<file path="src/hdl/snfp_pkg.sv">
// Types and constants of the scale notification frame parser.
`timescale 1ns / 1ps

package snfp_pkg;

  localparam logic [7:0] HDR_BYTE    = 8'hDF;
  localparam logic [7:0] FUNC_SENSOR = 8'h03;
  localparam logic [7:0] CMD_WEIGHT  = 8'h00;
  localparam logic [7:0] CMD_STATUS  = 8'h05;
  localparam logic [7:0] MIN_PAYLOAD = 8'd13;
  localparam logic [9:0] MIN_FRAME   = 10'd6;
  localparam logic [8:0] POS_MAX     = 9'd511;
  localparam int         FIFO_DEPTH  = 2;

  typedef enum logic [2:0] {
    ST_WEIGHT    = 3'd0,
    ST_HEARTBEAT = 3'd1,
    ST_UNKNOWN   = 3'd2,
    ST_BAD_HDR   = 3'd3,
    ST_CHECKSUM  = 3'd4,
    ST_SHORT     = 3'd5
  } status_t;

  typedef struct packed {
    logic        frame_ok;
    logic        sum_ok;
    logic        len_ok;
    logic [7:0]  func;
    logic [7:0]  cmd;
    logic [7:0]  length;
    logic [31:0] weight;
    logic [7:0]  battery;
  } frame_rec_t;

endpackage

</file>
<file path="src/hdl/snfp_front.sv">
// Front end: accepts frame bytes, keeps running frame state, emits one record per frame.
`timescale 1ns / 1ps

module snfp_front (
  input  logic               clk,
  input  logic               rst,
  input  logic               push,
  output logic               full,
  input  logic [7:0]         data_byte,
  input  logic               last_byte,
  output logic               rec_push,
  output snfp_pkg::frame_rec_t rec,
  input  logic               rec_full
);
  import snfp_pkg::*;

  logic [8:0]  pos, pos_next;
  logic [7:0]  sum, sum_next;
  logic        hdr, hdr_next;
  logic [7:0]  func, func_next;
  logic [7:0]  cmd, cmd_next;
  logic [7:0]  length, length_next;
  logic [31:0] weight, weight_next;
  logic [7:0]  battery, battery_next;
  logic        accept;
  logic        hdr_upd;
  logic [7:0]  func_upd, cmd_upd, length_upd, battery_upd;
  logic [31:0] weight_upd;

  assign full   = rec_full;
  assign accept = push && !rec_full;

  always_comb begin
    hdr_upd     = hdr && !((pos < 9'd2) && (data_byte != HDR_BYTE));
    func_upd    = (pos == 9'd2) ? data_byte : func;
    cmd_upd     = (pos == 9'd3) ? data_byte : cmd;
    length_upd  = (pos == 9'd4) ? data_byte : length;
    weight_upd  = (pos >= 9'd5 && pos <= 9'd8) ? {weight[23:0], data_byte} : weight;
    battery_upd = (pos == 9'd6) ? data_byte : battery;

    rec.frame_ok = hdr_upd && (pos >= 9'd5);
    rec.sum_ok   = (sum == data_byte);
    rec.len_ok   = ({1'b0, pos} + 10'd1) >= (MIN_FRAME + {2'b00, length_upd});
    rec.func     = func_upd;
    rec.cmd      = cmd_upd;
    rec.length   = length_upd;
    rec.weight   = weight_upd;
    rec.battery  = battery_upd;
    rec_push     = accept && last_byte;

    pos_next     = pos;
    sum_next     = sum;
    hdr_next     = hdr;
    func_next    = func;
    cmd_next     = cmd;
    length_next  = length;
    weight_next  = weight;
    battery_next = battery;
    if (accept) begin
      if (last_byte) begin
        pos_next     = '0;
        sum_next     = '0;
        hdr_next     = 1'b1;
        func_next    = '0;
        cmd_next     = '0;
        length_next  = '0;
        weight_next  = '0;
        battery_next = '0;
      end else begin
        pos_next     = (pos != POS_MAX) ? pos + 9'd1 : pos;
        sum_next     = sum + data_byte;
        hdr_next     = hdr_upd;
        func_next    = func_upd;
        cmd_next     = cmd_upd;
        length_next  = length_upd;
        weight_next  = weight_upd;
        battery_next = battery_upd;
      end
    end
  end

  always_ff @(posedge clk) begin
    if (rst) begin
      pos     <= '0;
      sum     <= '0;
      hdr     <= 1'b1;
      func    <= '0;
      cmd     <= '0;
      length  <= '0;
      weight  <= '0;
      battery <= '0;
    end else begin
      pos     <= pos_next;
      sum     <= sum_next;
      hdr     <= hdr_next;
      func    <= func_next;
      cmd     <= cmd_next;
      length  <= length_next;
      weight  <= weight_next;
      battery <= battery_next;
    end
  end

endmodule

</file>
<file path="src/hdl/snfp_fifo.sv">
// Short queue of frame records between front and back.
`timescale 1ns / 1ps

module snfp_fifo #(
  parameter int DEPTH = snfp_pkg::FIFO_DEPTH
) (
  input  logic                 clk,
  input  logic                 rst,
  input  logic                 wr_en,
  input  snfp_pkg::frame_rec_t wr_data,
  output logic                 full,
  input  logic                 rd_en,
  output snfp_pkg::frame_rec_t rd_data,
  output logic                 valid
);
  import snfp_pkg::*;

  localparam int PTR_W = $clog2(DEPTH);
  localparam int CNT_W = $clog2(DEPTH + 1);

  frame_rec_t       slots [DEPTH];
  logic [PTR_W-1:0] wr_ptr, rd_ptr;
  logic [CNT_W-1:0] count;
  logic             do_wr, do_rd;

  assign full    = (count == CNT_W'(DEPTH));
  assign valid   = (count != '0);
  assign do_wr   = wr_en && !full;
  assign do_rd   = rd_en && valid;
  assign rd_data = slots[rd_ptr];

  always_ff @(posedge clk) begin
    if (do_wr) begin
      slots[wr_ptr] <= wr_data;
    end
  end

  always_ff @(posedge clk) begin
    if (rst) begin
      wr_ptr <= '0;
      rd_ptr <= '0;
      count  <= '0;
    end else begin
      if (do_wr) begin
        wr_ptr <= (wr_ptr == PTR_W'(DEPTH - 1)) ? '0 : wr_ptr + 1'b1;
      end
      if (do_rd) begin
        rd_ptr <= (rd_ptr == PTR_W'(DEPTH - 1)) ? '0 : rd_ptr + 1'b1;
      end
      if (do_wr && !do_rd) begin
        count <= count + 1'b1;
      end else if (do_rd && !do_wr) begin
        count <= count - 1'b1;
      end
    end
  end

endmodule

</file>
<file path="src/hdl/snfp_back.sv">
// Back end: decodes a frame record into a status and holds the result register.
`timescale 1ns / 1ps

module snfp_back (
  input  logic                 clk,
  input  logic                 rst,
  input  logic                 rec_valid,
  input  snfp_pkg::frame_rec_t rec,
  output logic                 rec_pop,
  output logic                 empty,
  input  logic                 pop,
  output logic [2:0]           status,
  output logic signed [31:0]   weight_tenths,
  output logic [7:0]           battery_level,
  output logic [7:0]           func_code,
  output logic [7:0]           cmd_code
);
  import snfp_pkg::*;

  logic        out_valid;
  logic        load;
  status_t     st_next;
  logic [31:0] weight_next;
  logic [7:0]  battery_next;

  assign empty   = !out_valid;
  assign load    = rec_valid && (!out_valid || pop);
  assign rec_pop = load;

  always_comb begin
    weight_next  = '0;
    battery_next = '0;
    if (!rec.frame_ok) begin
      st_next = ST_BAD_HDR;
    end else if (!rec.sum_ok) begin
      st_next = ST_CHECKSUM;
    end else if (rec.func == FUNC_SENSOR && rec.cmd == CMD_WEIGHT) begin
      if (rec.length >= MIN_PAYLOAD && rec.len_ok) begin
        st_next     = ST_WEIGHT;
        weight_next = rec.weight;
      end else begin
        st_next = ST_SHORT;
      end
    end else if (rec.func == FUNC_SENSOR && rec.cmd == CMD_STATUS) begin
      st_next      = ST_HEARTBEAT;
      battery_next = rec.battery;
    end else begin
      st_next = ST_UNKNOWN;
    end
  end

  always_ff @(posedge clk) begin
    if (rst) begin
      out_valid <= 1'b0;
    end else if (load) begin
      out_valid <= 1'b1;
    end else if (pop) begin
      out_valid <= 1'b0;
    end
  end

  always_ff @(posedge clk) begin
    if (load) begin
      status        <= st_next;
      weight_tenths <= weight_next;
      battery_level <= battery_next;
      func_code     <= rec.func;
      cmd_code      <= rec.cmd;
    end
  end

endmodule

</file>
<file path="src/hdl/scale_notification_frame_parser_unit.sv">
// Top level of the scale notification frame parser.
//
// Input channel: one frame byte per item on data_byte, last_byte set on the
// final (checksum) byte. An item is taken when push is high and full is low.
// Result channel: one result per frame, shown while empty is low and taken
// when pop is high and empty is low. Bytes other than the final one give no
// result.
// Throughput: one byte per cycle while full is low, set by the registered
// running state update in the front end; frames of any length follow each other without gaps.
// Path: the record of a frame is written to the queue when its final byte is
// taken, then loaded into the result register once that register is empty or
// being popped; the result stays on the result ports until it is popped.
// A stalled receiver fills the result register and then the record queue;
// full rises only when the queue holds FIFO_DEPTH records, and then every
// byte is held off until a result is popped.
// Reset (rst, synchronous): clears the frame state and the queue and marks the
// result register empty; empty is high in the cycle after reset.
`timescale 1ns / 1ps

module scale_notification_frame_parser_unit #(
  parameter int FIFO_DEPTH = snfp_pkg::FIFO_DEPTH
) (
  input  logic               clk,
  input  logic               rst,
  input  logic               push,
  output logic               full,
  input  logic [7:0]         data_byte,
  input  logic               last_byte,
  output logic               empty,
  input  logic               pop,
  output logic [2:0]         status,
  output logic signed [31:0] weight_tenths,
  output logic [7:0]         battery_level,
  output logic [7:0]         func_code,
  output logic [7:0]         cmd_code
);
  import snfp_pkg::*;

  frame_rec_t front_rec, back_rec;
  logic       rec_push, rec_full, rec_pop, rec_valid;

  snfp_front u_front (
    .clk       (clk),
    .rst       (rst),
    .push      (push),
    .full      (full),
    .data_byte (data_byte),
    .last_byte (last_byte),
    .rec_push  (rec_push),
    .rec       (front_rec),
    .rec_full  (rec_full)
  );

  snfp_fifo #(
    .DEPTH (FIFO_DEPTH)
  ) u_fifo (
    .clk     (clk),
    .rst     (rst),
    .wr_en   (rec_push),
    .wr_data (front_rec),
    .full    (rec_full),
    .rd_en   (rec_pop),
    .rd_data (back_rec),
    .valid   (rec_valid)
  );

  snfp_back u_back (
    .clk           (clk),
    .rst           (rst),
    .rec_valid     (rec_valid),
    .rec           (back_rec),
    .rec_pop       (rec_pop),
    .empty         (empty),
    .pop           (pop),
    .status        (status),
    .weight_tenths (weight_tenths),
    .battery_level (battery_level),
    .func_code     (func_code),
    .cmd_code      (cmd_code)
  );

endmodule

</file>
<file path="config.mk">
export PLATFORM = sky130hd
export DESIGN_NAME = scale_notification_frame_parser_unit
export DESIGN_NICKNAME = d
export VERILOG_FILES = /design/src/hdl/snfp_pkg.sv /design/src/hdl/snfp_front.sv /design/src/hdl/snfp_fifo.sv /design/src/hdl/snfp_back.sv /design/src/hdl/scale_notification_frame_parser_unit.sv
export SDC_FILE = /design/constraint.sdc
export NUM_CORES = 1
export LEC_CHECK = 0
export BUFFER_PORTS_ARGS = -buffer_cell sky130_fd_sc_hd__buf_2
export CAP_MARGIN = 20
export CELL_PAD_IN_SITES_DETAIL_PLACEMENT = 0
export CELL_PAD_IN_SITES_GLOBAL_PLACEMENT = 1
export CORE_UTILIZATION = 40
export CTS_CLUSTER_DIAMETER = 30
export CTS_CLUSTER_SIZE = 14
export DETAILED_ROUTE_END_ITERATION = 7
export HOLD_SLACK_MARGIN = 0.12
export PLACE_DENSITY_LB_ADDON = 0.1
export SLEW_MARGIN = 20
export SYNTH_ARGS = -nofsm -noshare
export SYNTH_HDL_FRONTEND = slang
export SYNTH_HIERARCHICAL = 1
export SYNTH_SLANG_ARGS = --single-unit
</file>
<file path="constraint.sdc">
create_clock -name clk -period 16.2 [get_ports clk]
set_input_delay 1.62 -clock clk [delete_from_list [all_inputs] [get_ports clk]]
set_output_delay 1.62 -clock clk [all_outputs]
set_load 0.03 [all_outputs]
</file>
==> results by group <==
Layout
  – FF/Latch Area: 0.00756 mm2
  – Nets: 1044
  – Diode count: 0
  – Final Non-Filler Cells: 1446
  – Area grow syn2layout: 22.4%
  – Share of cells above drive strength 1: 0.309
  – Core Util, Final: 0.499
  – Fill count: 2710
  – Multi-input logic area: 0.00421 mm2

Placed design
  – Cell total after placement: 1336
  – Placer congestion estimate: 0.786
  – Buffers on Ports: 73
  – Post-detail-place hpwl: 16100 um
  – Setup WS pre-CTS: 11.85 ns

Hold path
  – Worst Hold Class: reg2reg

Critical path
  – CP Max Fanout: 18
  – Worst-path cell chain: or4_4 > nor3_2 > buf_4 > mux2i_1 > ha_1 > nor2_1 > xor2_1 > o21ai_0 > ha_1 > nor2b_1 > a2111oi_0 > o21a_1 > o221ai_1
  – Max incr delay on CP: 0.60 ns
  – Crit Path Class: reg2reg
  – Type of origin of the critical path: flip-flop
  – Family with the most delay on the worst path: simple AND/OR/NAND/NOR gates
  – Crit path DAT: 4.08 ns
  – CP required: 16.48 ns
  – Critical-path top delay cell: or4_4
  – WP buf/inv: 1
  – Crit-path most repeated cell: ha_1
  – Critical path endpoint category: flip-flop

Global routing
  – Vias in the first global route: 7180
  – Initial antenna violation count: 0
  – Largest net degree at the start of global routing: 68
  – Global-route wire length before repair: 40900 um
  – Gr usage total: 0.171
  – GRT overflow: 0

Die
  – Die ar.: 0.0309 mm2
  – Die H: 176 um
  – Core Region: 0.0296 mm2
  – Initial Util: 0.407
  – # IOs: 74
  – Die W: 176 um
  – Rows: 63

Synthesis
  – Number of flops mapped to enable cells by yosys: 193
  – Synth cell types: 63
  – Yosys Warn Count: 6
  – Ranking of synthesized cells by area: edfxtp_1 48%, dfxtp_1 15%, mux2_2 11%, ha_1 2.4%, and2_1 2.2%
  – Synthesized area per cell: 13.2 um2
  – Area leader, netlist: edfxtp_1
  – Seq/Total Area, Yosys: 0.626
  – Mapped Area: 0.0121 mm2
  – Synth top area share: 0.480
  – Mapped Cells: 912
  – Top FF cell, synth: edfxtp_1
  – Syn Nets: 949
  – Post-synthesis register bit count: 281
  – FFs w/ async S/R, synth: 0

Power and ir drop
  – Cell area power density: 173 mW/mm2
  – Combinational share of power: 0.178
  – Sw Pwr: 0.000732 W
  – Static Leak: 5.43 nW
  – Flop pwr share: 0.369
  – Peak supply drop: 89.5 uV
  – Switching Share: 0.286
  – Internal: 0.00183 W
  – Clk pwr share: 0.453

Timing
  – Final Hold Vio Count: 0
  – Period utilization: 0.234
  – Max Clock Freq: 263 MHz
  – Layout Skew: 0.0193 ns
  – RSZ-0062 raised after global routing: false
  – Worst slew pin tran: 0.990 ns
  – Final setup TNS: 0 ns
  – Worst slew margin: 0.334
  – Finish-stage setup viols: 0
  – Pins over their slew limit: 0
  – Min Tclk post-route: 3.80 ns
  – WHS: 0.461 ns
  – Final setup margin: 12.40 ns

Clock tree
  – CTS Sinks: 281
  – Htree depth: 2
  – Post-CTS setup buffers: 0
  – PostCTS Resize Cnt: 0
  – CTS Buf Count: 59
  – Clock Latency Late Sink: 0.56 ns
  – Bufs on Longest Clock Path: 3
  – Cts hold-fix bufs: 0
  – Clock-pin slew on the worst setup and hold paths: 0.05 ns
  – CTS tree: yes
  – Root Driver: clkbuf_16

Detailed routing
  – Vias after detailed routing: 7374
  – Wirelength per Cell: 17.9 um
  – Drt drc: 0
  – Iter 0 DRT Violations: 450
  – DRT Wirelength: 25900 um
  – First-pass detailed-route iteration total: 4
  – Antenna viol nets, final: 0
  – Via density: 5.10

Run
  – Max-capacitance violation count: 0

Run status
  – Status: complete, no violations
-- kinds of logic after synthesis --
logic type               after synthesis  synth area share
multiplexers                         125             0.116
flip-flops                           281             0.626
AND/OR/NAND/NOR                      213            0.0965
XOR/XNOR                              21            0.0152
adder cells (fa/ha/maj)               24            0.0255
AO/OA/AOI/OAI                        174            0.0929
buffers and inverters                 74            0.0280
-- layout by cell type (no fill, tap or decap), types with 19 or more instances in the layout --
cell	synthesis	final
edfxtp_1	193	193
mux2_2	121	121
dfxtp_1	88	87
buf_2	3	73
clkbuf_16	0	59
nand2_1	57	57
a21oi_1	47	46
o21ai_0	45	45
and2_1	42	41
nor2_1	39	39
a22o_1	24	24
ha_1	23	23
inv_1	22	21
a22oi_1	19	19
-- worst min-delay path, cell delays in order (launching register included) --
cell and delay [ns]:
dfxtp_1 0.31, nand2_1 0.05, a21oi_1 0.05
-- per-stage QoR --
| stage | instance area, um2 | total power, W |
|---|---|---|
| 2_1_floorplan | 12100 | 0.00131 |
| 3_3_place_gp | 12800 | 0.00142 |
| 3_5_place_dp | 12800 | 0.00142 |
| 5_1_grt | 14800 | 0.00267 |
| 6_report | 14800 | 0.00256 |
| 4_1_cts | 14800 | 0.00260 |
-- final timing paths --
path	from	endpoint	slack, ns	depth (start not counted)
worst max register to register	u_front/pos[8]	u_fifo/slots[0][64]	12.40	13
worst max-delay path	u_front/pos[8]	u_fifo/slots[0][64]	12.40	13
worst min-delay path	u_front/sum[4]	u_front/sum[4]	0.46	2
worst min register to register	u_front/sum[4]	u_front/sum[4]	0.46	2
-- metal layers --
| layer | up-vias | track usage | part of all wire |
|---|---|---|---|
| li1 | 3604 | - | - |
| met1 | 3578 | 0.248 | 0.49 |
| met2 | 159 | 0.258 | 0.44 |
| met3 | 33 | 0.0325 | 0.045 |
| met4 | 0 | 0.0518 | 0.016 |
| met5 | - | 0 | 0 |
-- cell usage after synthesis, types with 11 or more instances --
master and n:
edfxtp_1 193, mux2_2 121, dfxtp_1 88, nand2_1 57, a21oi_1 47, o21ai_0 45, and2_1 42, nor2_1 39
clkbuf_1 36, a22o_1 24, ha_1 23, inv_1 22, a22oi_1 19, nand3_1 15, xnor2_1 12, nor2b_1 11
-- area by class of cell --
class | count | area share
Clock buffer | 69 | 0.104
Inverter | 23 | 0.00584
Timing Repair Buffer | 85 | 0.0308
Tap cell | 390 | 0.0330
Sequential cell | 281 | 0.511
Clock inverter | 41 | 0.0296
Multi-Input combinational cell | 557 | 0.285
-- flip-flops by register name, indices dropped and copies added, names as in the netlist, 9 cells and up, named ones only --
signal,count
u_front/weight,32
u_fifo/slots,134
u_back/weight_tenths,32
u_front/pos,9
-- power by group through the flow --
stage,sequential [W],combinational [W],clock [W]
5_1_grt,0.000956,0.000494,0.00122
2_1_floorplan,0.00109,0.000218,0
4_1_cts,0.000947,0.000467,0.00118
6_report,0.000945,0.000457,0.00116
3_3_place_gp,0.000957,0.000466,0
3_5_place_dp,0.000960,0.000464,0
Power figures use the tool's default switching activity.
